**config.mk**
```make
export PLATFORM = sky130hd
export DESIGN_NAME = circle_outline_and_span_rasterizer_core
export DESIGN_NICKNAME = d
export VERILOG_FILES = /design/src/cosr_pkg.sv /design/src/cosr_engine.sv /design/src/cosr_emit.sv /design/src/circle_outline_and_span_rasterizer_core.sv
export VERILOG_INCLUDE_DIRS = /design/src /design/src/src
export SDC_FILE = /design/constraint.sdc
export NUM_CORES = 1
export LEC_CHECK = 0
export BUFFER_PORTS_ARGS = -buffer_cell sky130_fd_sc_hd__clkbuf_2
export CELL_PAD_IN_SITES_DETAIL_PLACEMENT = 0
export CELL_PAD_IN_SITES_GLOBAL_PLACEMENT = 2
export CORE_UTILIZATION = 43
export CTS_BUF_LIST = sky130_fd_sc_hd__clkbuf_4
export CTS_CLUSTER_SIZE = 16
export DETAILED_ROUTE_END_ITERATION = 8
export PLACE_DENSITY = 0.95
export SYNTH_ARGS = -nofsm -noshare
export SYNTH_HDL_FRONTEND = slang
export SYNTH_HIERARCHICAL = 1
export SYNTH_SLANG_ARGS = --single-unit
```
**constraint.sdc**
```tcl
create_clock -name i_clk -period 16.3 [get_ports i_clk]
set_input_delay 3.26 -clock i_clk [delete_from_list [all_inputs] [get_ports i_clk]]
set_output_delay 3.26 -clock i_clk [all_outputs]
set_load 0.005 [all_outputs]
```
**src/circle_outline_and_span_rasterizer_core_macros.svh**
```systemverilog
// assertion macros for the circle rasteriser rtl
// no dependencies; included by files that carry assertions
`ifndef CIRCLE_OUTLINE_AND_SPAN_RASTERIZER_CORE_MACROS_SVH
`define CIRCLE_OUTLINE_AND_SPAN_RASTERIZER_CORE_MACROS_SVH

// concurrent check on i_clk, masked while reset is held
`define COSR_ASSERT(lbl, prop) \
    lbl: assert property (@(posedge i_clk) disable iff (!i_rst_n) (prop)) \
        else $error("cosr assertion failed");

// same check with a caller supplied message
`define COSR_ASSERT_MSG(lbl, prop, msg) \
    lbl: assert property (@(posedge i_clk) disable iff (!i_rst_n) (prop)) \
        else $error(msg);

`endif

```
**src/cosr_pkg.sv**
```systemverilog
// shared types, widths and helper functions for the circle rasteriser
// no dependencies; used by every module of the block
package cosr_pkg;

    localparam int COORD_BITS  = 15;
    localparam int RADIUS_BITS = 12;
    localparam int OFF_BITS    = RADIUS_BITS + 1;
    localparam int DEC_BITS    = RADIUS_BITS + 3;
    localparam int DEC_WIDE    = DEC_BITS + 1;
    localparam int OUT_BITS    = 16;
    localparam int IDX_BITS    = 3;

    localparam int COORD_WIDE = (COORD_BITS > OUT_BITS) ? COORD_BITS : OUT_BITS;
    localparam int OFF_WIDE   = (OFF_BITS > OUT_BITS) ? OFF_BITS : OUT_BITS;

    localparam logic [IDX_BITS-1:0] OUTLINE_LAST = IDX_BITS'(7);
    localparam logic [IDX_BITS-1:0] FILL_LAST    = IDX_BITS'(3);

    typedef enum logic {
        CMD_START = 1'b0,
        CMD_STEP  = 1'b1
    } t_cmd;

    typedef struct packed {
        logic                        fill;
        logic                        done;
        logic signed [COORD_BITS-1:0] cx;
        logic signed [COORD_BITS-1:0] cy;
        logic signed [OFF_BITS-1:0]   ox;
        logic signed [OFF_BITS-1:0]   oy;
    } t_run;

    function automatic logic signed [OUT_BITS-1:0] coord_to_out(
        input logic signed [COORD_BITS-1:0] v
    );
        logic signed [COORD_WIDE-1:0] w;
        w = COORD_WIDE'(v);
        return w[OUT_BITS-1:0];
    endfunction

    function automatic logic signed [OUT_BITS-1:0] off_to_out(
        input logic signed [OFF_BITS-1:0] v
    );
        logic signed [OFF_WIDE-1:0] w;
        w = OFF_WIDE'(v);
        return w[OUT_BITS-1:0];
    endfunction

endpackage

```
**src/cosr_engine.sv**
```systemverilog
// circle state and the per-step decision update
// depends on cosr_pkg; hands a snapshot of each step to cosr_emit
module cosr_engine (
    input  logic                                i_clk,
    input  logic                                i_rst_n,
    input  logic                                i_accept,
    input  logic                                i_command,
    input  logic signed [cosr_pkg::COORD_BITS-1:0] i_center_x,
    input  logic signed [cosr_pkg::COORD_BITS-1:0] i_center_y,
    input  logic [cosr_pkg::RADIUS_BITS-1:0]    i_radius,
    input  logic                                i_fill_mode,
    output logic                                o_load,
    output cosr_pkg::t_run                      o_run
);

    logic signed [cosr_pkg::COORD_BITS-1:0] r_cx, n_cx, r_cy, n_cy;
    logic [cosr_pkg::RADIUS_BITS-1:0]       r_rad, n_rad;
    logic signed [cosr_pkg::OFF_BITS-1:0]   r_ox, n_ox, r_oy, n_oy;
    logic signed [cosr_pkg::DEC_BITS-1:0]   r_dec, n_dec;
    logic                                   r_fill, n_fill, r_active, n_active;

    logic signed [cosr_pkg::DEC_WIDE-1:0]   d_w, x2_w, y2_w, r2_w;
    logic signed [cosr_pkg::OFF_BITS-1:0]   s_ox, s_oy;
    logic signed [cosr_pkg::DEC_BITS-1:0]   s_dec;
    logic                                   s_done, step_go;

    // three-way decision rule
    always_comb begin
        d_w  = cosr_pkg::DEC_WIDE'(r_dec);
        x2_w = cosr_pkg::DEC_WIDE'(r_ox) <<< 1;
        y2_w = cosr_pkg::DEC_WIDE'(r_oy) <<< 1;
        r2_w = (cosr_pkg::DEC_WIDE'($signed({1'b0, r_rad}))
                - cosr_pkg::DEC_WIDE'(r_oy)) <<< 1;
        s_ox  = r_ox;
        s_oy  = r_oy;
        priority if (d_w >= x2_w) begin
            s_dec = cosr_pkg::DEC_BITS'(d_w - x2_w - cosr_pkg::DEC_WIDE'(1));
            s_ox  = r_ox + cosr_pkg::OFF_BITS'(1);
        end else if (d_w < r2_w) begin
            s_dec = cosr_pkg::DEC_BITS'(d_w + y2_w - cosr_pkg::DEC_WIDE'(1));
            s_oy  = r_oy - cosr_pkg::OFF_BITS'(1);
        end else begin
            s_dec = cosr_pkg::DEC_BITS'(d_w + y2_w - x2_w - cosr_pkg::DEC_WIDE'(2));
            s_ox  = r_ox + cosr_pkg::OFF_BITS'(1);
            s_oy  = r_oy - cosr_pkg::OFF_BITS'(1);
        end
        s_done = s_oy < s_ox;
    end

    assign step_go = i_accept && (i_command == cosr_pkg::CMD_STEP) && r_active;

    always_comb begin
        n_cx     = r_cx;
        n_cy     = r_cy;
        n_rad    = r_rad;
        n_ox     = r_ox;
        n_oy     = r_oy;
        n_dec    = r_dec;
        n_fill   = r_fill;
        n_active = r_active;
        if (i_accept && (i_command == cosr_pkg::CMD_START)) begin
            n_cx     = i_center_x;
            n_cy     = i_center_y;
            n_rad    = i_radius;
            n_ox     = '0;
            n_oy     = $signed({1'b0, i_radius});
            n_dec    = cosr_pkg::DEC_BITS'($signed({1'b0, i_radius}))
                       - cosr_pkg::DEC_BITS'(1);
            n_fill   = i_fill_mode;
            n_active = 1'b1;
        end else if (step_go) begin
            n_ox     = s_ox;
            n_oy     = s_oy;
            n_dec    = s_dec;
            n_active = !s_done;
        end
    end

    always_ff @(posedge i_clk) begin
        if (!i_rst_n) begin
            r_cx     <= '0;
            r_cy     <= '0;
            r_rad    <= '0;
            r_ox     <= '0;
            r_oy     <= '0;
            r_dec    <= '0;
            r_fill   <= 1'b0;
            r_active <= 1'b0;
        end else begin
            r_cx     <= n_cx;
            r_cy     <= n_cy;
            r_rad    <= n_rad;
            r_ox     <= n_ox;
            r_oy     <= n_oy;
            r_dec    <= n_dec;
            r_fill   <= n_fill;
            r_active <= n_active;
        end
    end

    assign o_load    = step_go;
    assign o_run     = '{fill: r_fill, done: s_done, cx: r_cx, cy: r_cy, ox: r_ox, oy: r_oy};

endmodule

```
**src/cosr_emit.sv**
```systemverilog
// run register, result sequencer and output register
// depends on cosr_pkg and the assertion macro header
`include "circle_outline_and_span_rasterizer_core_macros.svh"

module cosr_emit (
    input  logic                                i_clk,
    input  logic                                i_rst_n,
    input  logic                                i_load,
    input  cosr_pkg::t_run                      i_run,
    output logic                                o_free,
    output logic                                o_valid,
    input  logic                                i_stall,
    output logic signed [cosr_pkg::OUT_BITS-1:0] o_span_left_x,
    output logic signed [cosr_pkg::OUT_BITS-1:0] o_span_right_x,
    output logic signed [cosr_pkg::OUT_BITS-1:0] o_span_row_y,
    output logic                                o_last_in_run,
    output logic                                o_circle_done
);

    cosr_pkg::t_run                     r_run;
    logic                               r_busy;
    logic [cosr_pkg::IDX_BITS-1:0]      r_idx;
    logic                               r_out_valid;
    logic signed [cosr_pkg::OUT_BITS-1:0] r_left, r_right, r_row;
    logic                               r_last, r_done;

    logic signed [cosr_pkg::OUT_BITS-1:0] cx, cy, ox, oy;
    logic signed [cosr_pkg::OUT_BITS-1:0] xpo, xmo, xpy, xmy, ypo, ymo, ypy, ymy;
    logic signed [cosr_pkg::OUT_BITS-1:0] n_left, n_right, n_row;
    logic                               out_adv, emit_now, is_last, finishing;

    always_comb begin
        cx  = cosr_pkg::coord_to_out(r_run.cx);
        cy  = cosr_pkg::coord_to_out(r_run.cy);
        ox  = cosr_pkg::off_to_out(r_run.ox);
        oy  = cosr_pkg::off_to_out(r_run.oy);
        xpo = cx + ox;
        xmo = cx - ox;
        xpy = cx + oy;
        xmy = cx - oy;
        ypo = cy + ox;
        ymo = cy - ox;
        ypy = cy + oy;
        ymy = cy - oy;
    end

    // span order within one step
    always_comb begin
        if (r_run.fill) begin
            unique case (r_idx[1:0])
                2'd0:    begin n_left = xmy; n_right = xpy; n_row = ypo; end
                2'd1:    begin n_left = xmo; n_right = xpo; n_row = ypy; end
                2'd2:    begin n_left = xmo; n_right = xpo; n_row = ymy; end
                default: begin n_left = xmy; n_right = xpy; n_row = ymo; end
            endcase
        end else begin
            unique case (r_idx)
                3'd0:    begin n_left = xpo; n_right = xpo; n_row = ypy; end
                3'd1:    begin n_left = xpy; n_right = xpy; n_row = ypo; end
                3'd2:    begin n_left = xmo; n_right = xmo; n_row = ypy; end
                3'd3:    begin n_left = xmy; n_right = xmy; n_row = ypo; end
                3'd4:    begin n_left = xpo; n_right = xpo; n_row = ymy; end
                3'd5:    begin n_left = xpy; n_right = xpy; n_row = ymo; end
                3'd6:    begin n_left = xmo; n_right = xmo; n_row = ymy; end
                default: begin n_left = xmy; n_right = xmy; n_row = ymo; end
            endcase
        end
    end

    assign out_adv   = !r_out_valid || !i_stall;
    assign emit_now  = r_busy && out_adv;
    assign is_last   = r_run.fill ? (r_idx == cosr_pkg::FILL_LAST)
                                  : (r_idx == cosr_pkg::OUTLINE_LAST);
    assign finishing = emit_now && is_last;
    assign o_free    = !r_busy || finishing;

    always_ff @(posedge i_clk) begin
        if (!i_rst_n) begin
            r_busy      <= 1'b0;
            r_idx       <= '0;
            r_out_valid <= 1'b0;
        end else begin
            if (i_load) begin
                r_busy <= 1'b1;
                r_idx  <= '0;
            end else begin
                if (finishing) begin
                    r_busy <= 1'b0;
                end
                if (emit_now) begin
                    r_idx <= r_idx + cosr_pkg::IDX_BITS'(1);
                end
            end
            if (out_adv) begin
                r_out_valid <= emit_now;
            end
        end
    end

    always_ff @(posedge i_clk) begin
        if (i_load) begin
            r_run <= i_run;
        end
        if (emit_now) begin
            r_left  <= n_left;
            r_right <= n_right;
            r_row   <= n_row;
            r_last  <= is_last;
            r_done  <= is_last && r_run.done;
        end
    end

    assign o_valid        = r_out_valid;
    assign o_span_left_x  = r_left;
    assign o_span_right_x = r_right;
    assign o_span_row_y   = r_row;
    assign o_last_in_run  = r_last;
    assign o_circle_done  = r_done;

    `COSR_ASSERT_MSG(a_load_when_free, i_load |-> o_free, "run loaded over a busy run")
    `COSR_ASSERT(a_done_on_last, r_out_valid && r_done |-> r_last)
    `COSR_ASSERT(a_fill_idx_range, r_busy && r_run.fill |-> r_idx <= cosr_pkg::FILL_LAST)
    `COSR_ASSERT_MSG(a_finish_frees, finishing && !i_load |=> !r_busy, "run not released")

endmodule

```
**src/circle_outline_and_span_rasterizer_core.sv**
```systemverilog
// Circle outline and span rasteriser, integer Andres-style circle scheme.
// Input channel: i_valid / o_stall carries one request; command start loads
// centre, radius and fill mode and gives nothing, command step runs one
// iteration of the circle loop. A step in outline mode gives eight one-pixel
// spans, in fill mode four horizontal spans; a step with no circle in
// progress gives nothing.
// Output channel: o_valid / i_stall, one span per cycle unless stalled,
// from an output register; o_last_in_run marks the last span of a step
// and o_circle_done marks it when the circle has finished.
// A step is captured in the run register when it is taken; its spans then
// leave one by one through the output register. A step holds the span
// sequencer until its last span issues; a start does not use it. The next
// request is taken in the cycle the sequencer issues the last span of
// the current step. A stalled receiver holds the output register, the
// sequencer and then the input channel. Reset clears the circle state:
// no circle in progress. Depends on cosr_pkg, cosr_engine and cosr_emit.
module circle_outline_and_span_rasterizer_core (
    input  logic                                i_clk,
    input  logic                                i_rst_n,
    input  logic                                i_valid,
    output logic                                o_stall,
    input  logic                                i_command,
    input  logic signed [cosr_pkg::COORD_BITS-1:0] i_center_x,
    input  logic signed [cosr_pkg::COORD_BITS-1:0] i_center_y,
    input  logic [cosr_pkg::RADIUS_BITS-1:0]    i_radius,
    input  logic                                i_fill_mode,
    output logic                                o_valid,
    input  logic                                i_stall,
    output logic signed [cosr_pkg::OUT_BITS-1:0] o_span_left_x,
    output logic signed [cosr_pkg::OUT_BITS-1:0] o_span_right_x,
    output logic signed [cosr_pkg::OUT_BITS-1:0] o_span_row_y,
    output logic                                o_last_in_run,
    output logic                                o_circle_done
);

    logic           accept, load, free;
    cosr_pkg::t_run run;

    assign o_stall = !free;
    assign accept  = i_valid && free;

    cosr_engine u_engine (
        .i_clk      (i_clk),
        .i_rst_n    (i_rst_n),
        .i_accept   (accept),
        .i_command  (i_command),
        .i_center_x (i_center_x),
        .i_center_y (i_center_y),
        .i_radius   (i_radius),
        .i_fill_mode(i_fill_mode),
        .o_load     (load),
        .o_run      (run)
    );

    cosr_emit u_emit (
        .i_clk         (i_clk),
        .i_rst_n       (i_rst_n),
        .i_load        (load),
        .i_run         (run),
        .o_free        (free),
        .o_valid       (o_valid),
        .i_stall       (i_stall),
        .o_span_left_x (o_span_left_x),
        .o_span_right_x(o_span_right_x),
        .o_span_row_y  (o_span_row_y),
        .o_last_in_run (o_last_in_run),
        .o_circle_done (o_circle_done)
    );

endmodule

```
==> results of run 1 <==
[synthesized netlist by cell type, drive strengths merged (12+ instances only)]
cell,count
o21ai,132
a211oi,29
nor4,19
nand3,44
o21a,27
or3,16
a21o,47
a31oi,18
xnor2,134
dfxtp,90
xor2,55
ha,224
nand2,205
nand2b,26
nand4,14
or2,12
edfxtp,107
nor2,174
inv,175
nor2b,32
mux2i,34
fa,12
o211ai,30
o21bai,21
o22ai,14
buf,44
and2,14
nor3,62
a221oi,27
a21oi,213
clkbuf,75
[cell type report]
type,instances,area (um2)
antenna,4,10.0
clock buffer,17,128
clock inverter,15,188
fill,4486,23900
inverter,179,672
multi-input combinational,1839,13200
sequential,197,5010
tap,592,741
timing repair buffer,117,631
[logic make-up after synthesis]
family / count (synthesis)
buf+inv: 299
compound gates: 718
xor+xnor: 189
flops: 197
mux: 43
simple gates: 653
fa+ha+maj: 236
[power groups by stage]
stage / clock network [mW] / logic [mW] / registers, mW
after floorplan: 0 / 1.23 / 0.633
after detailed placement: 0 / 1.58 / 0.669
after CTS: 0.302 / 1.59 / 0.657
after global routing: 0.318 / 1.77 / 0.661
after global placement: 0 / 1.56 / 0.667
final: 0.292 / 1.61 / 0.659
[critical path, stage by stage]
cell and delay, ns:
clkbuf_2 0.07, and2_1 0.19, o21ai_0 0.28, inv_1 0.08, clkbuf_2 0.11
[per-layer routing]
metal  up-vias  track usage (%)
li1       8496                -
met4         0             12.0
met1      8467             36.2
met3       136             3.75
met2       629             47.8
met5         -                0
[state kept, by name, indices dropped and copies added (netlist names)]
| name | flops |
|---|---|
| u_emit/cx | 15 |
| u_emit/cy | 15 |
| u_emit/o_circle_done | 1 |
| u_emit/o_last_in_run | 1 |
| u_emit/o_span_left_x | 16 |
| u_emit/o_span_right_x | 15 |
| u_emit/o_span_row_y | 16 |
| u_emit/o_valid | 1 |
| u_emit/ox | 13 |
| u_emit/oy | 13 |
| u_emit/r_busy | 1 |
| u_emit/r_idx | 3 |
| u_emit/r_run | 2 |
| u_engine/r_active | 1 |
| u_engine/r_cx | 15 |
| u_engine/r_cy | 15 |
| u_engine/r_dec | 15 |
| u_engine/r_fill | 1 |
| u_engine/r_ox | 13 |
| u_engine/r_oy | 13 |
| u_engine/r_rad | 12 |
[through the flow]
step                power [mW]  cell area [um2]
detailed placement        2.25            20300
global route              2.75            20600
finish                    2.56            20600
global placement          2.23            20300
CTS                       2.55            20600
floorplan                 1.86            19500
[worst min path at each step]
stage,start,endpoint,slack (ns),depth (start not counted)
2_1_floorplan,u_engine/r_cx[0],u_emit/cx[0],0.41,0
3_3_place_gp,u_engine/r_cy[3],u_emit/cy[3],0.41,0
4_1_cts,u_engine/r_cx[5],u_emit/cx[5],0.44,0
3_5_place_dp,u_engine/r_cx[5],u_emit/cx[5],0.41,0
6_report,u_engine/r_cx[5],u_emit/cx[5],0.44,0
5_1_grt,u_engine/r_cx[6],u_emit/cx[6],0.46,0
==> out/metrics.cfg, run 1 <==
[outcome]
status=complete, no violations

[synth]
netlist_top_cells_area=edfxtp_1 (16%), ha_1 (14%), dfxtp_1 (9.2%)
synth-xor-area-share_pct=8.53
synth-adder-area-share_pct=15.6
ys.flop_type=edfxtp_1
synth-compound-area-share_pct=25.4
muxShareOfSynthArea_pct=2.26
synthCells=2335
syn_nets=2619
synthSimpleGateAreaFrac_pct=15.9
async_flop_share_pct=0
ys_seq_elements=197
synth_top_area_share_pct=16.5
avgSynthCellArea_um2=8.35
yosys_warnings=6
synth_top_cell_by_area=edfxtp_1
synth_top_family_by_area=compound AO/OA/AOI/OAI gates
synth_edf_count=107
synthesis.area_mm2=0.0195
synth-seq-area-share_pct=25.7
yosysUniqueCellTypes=110

[clocking]
postCtsHoldBufs=0
cts-root-buf=clkbuf_4
path_clk_slew_ns=0.17
cts.path.max_buffers=2
cts_buffers=17
clkLatencyLatePin_ns=0.78
htreeDepth=4
postCtsSetupBuffers=0
cts_tree=yes
cts_resized=0
cts.sinks=197

[setup_path]
reg2reg_depth=28
critPathMaxFanout=3
critPathRequiredTime_ns=13.04
endpoint=o_stall
crit_type=input port to output port
arrival_ns=4.00
crit_start=i_stall
startpoint_type=input port
reg2reg_to=u_engine/r_active
r2r_start=u_engine/r_oy[1]
r2r_slack_ns=9.63
end_kind=output port

[floorplan]
start_util_pct=43.8
core_mm2=0.0445
dieArea_mm2=0.0462
row_count=77
die_w_um=215
ios=100
dieHeight_um=215

[sta]
maxSlewHeadroom_pct=25.0
finalSetupViolCount=0
drv_slew=0
timing.final.ws_setup_ns=9.04
fin_hold_ws_ns=0.436
hold_viol_final=0
finalCritPeriodShare_pct=44.5
skew_ns=0.0429
rsz0062_at_grt=no
tns_ns=0
min_period_ns=7.26
fmax_mhz=138
worst_slew_pin_slew_ns=1.12

[cells_and_area]
layout_common_cells=ha_1 (224), a21oi_1 (211), nand2_1 (204)
layout-drive-gt1-share_pct=9.48
final_common_cell=ha_1
fin_cells=2960
fin_nets=2635
finish.utilization_pct=46.3
area_growth_pct=5.61

[place]
pre_cts_slack_ns=9.05
place.port_buffers=99
dpl.hpwl_um=51100
gp_congestion=0.968
placed_cells=2924

[route]
top_layer_used=met4
wl_met2_um=31200
route.detailed.drc=0
vias=17700
ant_nets=0
first_pass_iters=8
finalWirelength_um=66100
wl_per_cell_um=22.3
drtIter0Drc=1416
m1WireLength_um=28500
viasPerCell=5.99
dr_wl_met3_um=3650

[power]
power.internal_mw=1.30
power_density_mw_per_mm2=124
p_comb_share_pct=62.9
seq_power_share_pct=25.7
leakagePower_nw=8.33
ir_drop_uv=93.0
switching_share_pct=49.1
pwr-share-clk_pct=11.4
switchingPower_mw=1.26

[flow_run]
cap_violations=0

[worst_hold_path]
hold_path.class=flop to flop

[global_route]
grt_pass1_vias=16600
track_usage_pct=28.3
grt_pass1_wl_um=99600
grt_max_degree=74
grt_antenna_before_repair=2
grt.overflow.total=0

(Power assumes the default switching activity.)
==> run 2, diff against run 1 <==
CORE_UTILIZATION = 40   (was 43)
PLACE_DENSITY = 0.92   (was 0.95)
clock period = 7.4 ns   (was 16.3 ns; I/O delays follow)
==> run 2 against run 1 <==
  * Worst setup slack lost 8.3 ns
  * Sequential power grew 120%
  * Non-clock buffer count rose by 3
  * Worst hold slack improved by 0.012 ns
  * Clock-buffer cell count stayed put
  * Via count fell by 0.13%
  * Critical path depth increased by 21
  * Core utilization decreased by 3.2 points
  * Die area is 7.4% higher
  * Largest cell class unchanged
==> out/metrics.cfg, run 2 (synthesis gave the netlist of run 1 again) <==
[outcome]
status=complete, no violations

[setup_path]
crit_buf_inv=1
critPathMaxFanout=21
cp_common_cell=o21ai_0
arrival_ns=7.19
end_kind=flop
worst_path_max_delay_cell=nor2_4
r2r_start=u_engine/r_oy[1]
startpoint_type=flop
critPathRequiredTime_ns=7.97
max_stage_delay_ns=0.54
crit_type=flop to flop
crit_start=u_engine/r_oy[1]
path_delay_family=compound AO/OA/AOI/OAI gates

[route]
ant_nets=0
viasPerCell=5.93
wl_per_cell_um=22.6
route.detailed.drc=0
drtIter0Drc=1452
finalWirelength_um=67500
vias=17700
first_pass_iters=6

[place]
placed_cells=2950
place.port_buffers=99
gp_congestion=0.939
dpl.hpwl_um=52200

[clocking]
clkLatencyLatePin_ns=0.80
cts_tree=yes
postCtsSetupBuffers=0
htreeDepth=4
cts.sinks=197
cts_resized=0
cts_buffers=17
postCtsHoldBufs=0
path_clk_slew_ns=0.19
cts-root-buf=clkbuf_4
cts.path.max_buffers=2

[cells_and_area]
regArea_mm2=0.00501
layout_common_cells=ha_1 (224), a21oi_1 (211), nand2_1 (204)
nFillCells=4840
final_common_cell=ha_1
layout-drive-gt1-share_pct=9.59
fin_cells=2985
area_growth_pct=5.88
fin_nets=2638
multi_input_area_mm2=0.0132

[global_route]
track_usage_pct=27.1
grt_max_degree=62
grt.overflow.total=0
grt_pass1_vias=16900
grt_pass1_wl_um=102000
grt_antenna_before_repair=3

[floorplan]
die_w_um=223
ios=100
row_count=80
dieArea_mm2=0.0496
dieHeight_um=223
start_util_pct=40.7
core_mm2=0.0479

[power]
power.internal_mw=2.87
seq_power_share_pct=25.2
p_comb_share_pct=63.1
power_density_mw_per_mm2=278
switchingPower_mw=2.88
leakagePower_nw=8.36
p_total_mw=5.75
switching_share_pct=50.0
ir_drop_uv=178
pwr-share-clk_pct=11.7

[sta]
finalCritPeriodShare_pct=89.4
rsz0062_at_grt=no
tns_ns=0
fmax_mhz=151
skew_ns=0.0429
maxSlewHeadroom_pct=28.3
worst_slew_pin_slew_ns=1.07
hold_viol_final=0
drv_slew=0
finalSetupViolCount=0
min_period_ns=6.62

[worst_hold_path]
hold_path.class=flop to flop
min_from=u_engine/r_cx[3]

[flow_run]
cap_violations=0

[run 2: cell types whose count changed in the layout (fill, tap and decap cells not counted), sizes merged]
cell      previous run  this run
clkinvlp             1         0
diode                4         3
clkinv               7         8
buf                 18        21
[run 2: final timing paths]
check / slack (ns) / end / depth (start not counted)
max: 0.78 / u_emit/r_run[56] / 26
min: 0.45 / u_emit/cx[3] / 0
max reg2reg: 0.78 / u_emit/r_run[56] / 26
min reg2reg: 0.45 / u_emit/cx[3] / 0
[run 2: power by group through the flow]
| stage | clock network (mW) | logic, mW | registers (mW) |
|---|---|---|---|
| final | 0.671 | 3.63 | 1.45 |
| after global routing | 0.733 | 3.97 | 1.46 |
| after CTS | 0.696 | 3.58 | 1.45 |
| after detailed placement | 0 | 3.55 | 1.47 |
| after global placement | 0 | 3.54 | 1.47 |
| after floorplan | 0 | 2.71 | 1.39 |
[run 2: final cells by class]
| class | count | area share, % |
|---|---|---|
| inverters | 179 | 3.25 |
| repair buffers | 120 | 3.16 |
| clock inverters | 15 | 0.933 |
| diodes | 3 | 0.0364 |
| well taps | 615 | 3.73 |
| multi-input cells | 1839 | 64.0 |
| clock buffers | 17 | 0.618 |
| flip-flops and latches | 197 | 24.3 |
[run 2: routing by layer]
metal	global-route usage [%]	vias to the layer above	share of wire, %	wire [um]
li1	-	8499	-	-
met1	35.1	8563	45	30200
met2	44.8	522	47	31400
met3	3.35	119	4.5	3040
met4	12.6	2	4.2	2860
met5	0	-	0.010	7
[run 2: per-stage QoR]
stage               setup slack [ns]  area (um2)  utilization, %  hold WS [ns]
floorplan                       1.97       19500               -         0.408
global placement               0.940       20300            42.4         0.414
detailed placement             0.864       20300            42.4         0.418
CTS                            0.797       20600            43.1         0.453
global route                   0.227       20700            43.1         0.459
finish                         0.784       20700            43.1         0.447
[run 2: worst register-to-register path, stage by stage, from the launching register on]
cell,delay (ns)
dfxtp_1,0.51
inv_1,0.13
ha_1,0.30
nor2b_1,0.12
o21ai_0,0.23
a21boi_0,0.14
o21ai_0,0.25
a21boi_0,0.13
o21ai_0,0.27
a21oi_1,0.14
o41ai_1,0.43
xnor2_1,0.13
ha_1,0.31
a21oi_1,0.07
o211ai_1,0.15
o21ai_0,0.14
o311a_1,0.23
nor2_4,0.54
o2111ai_2,0.43
nor3_1,0.35
xnor2_1,0.11
ha_1,0.31
nand4_1,0.09
or2_2,0.31
a311oi_1,0.32
a221o_1,0.23
nand2_1,0.05
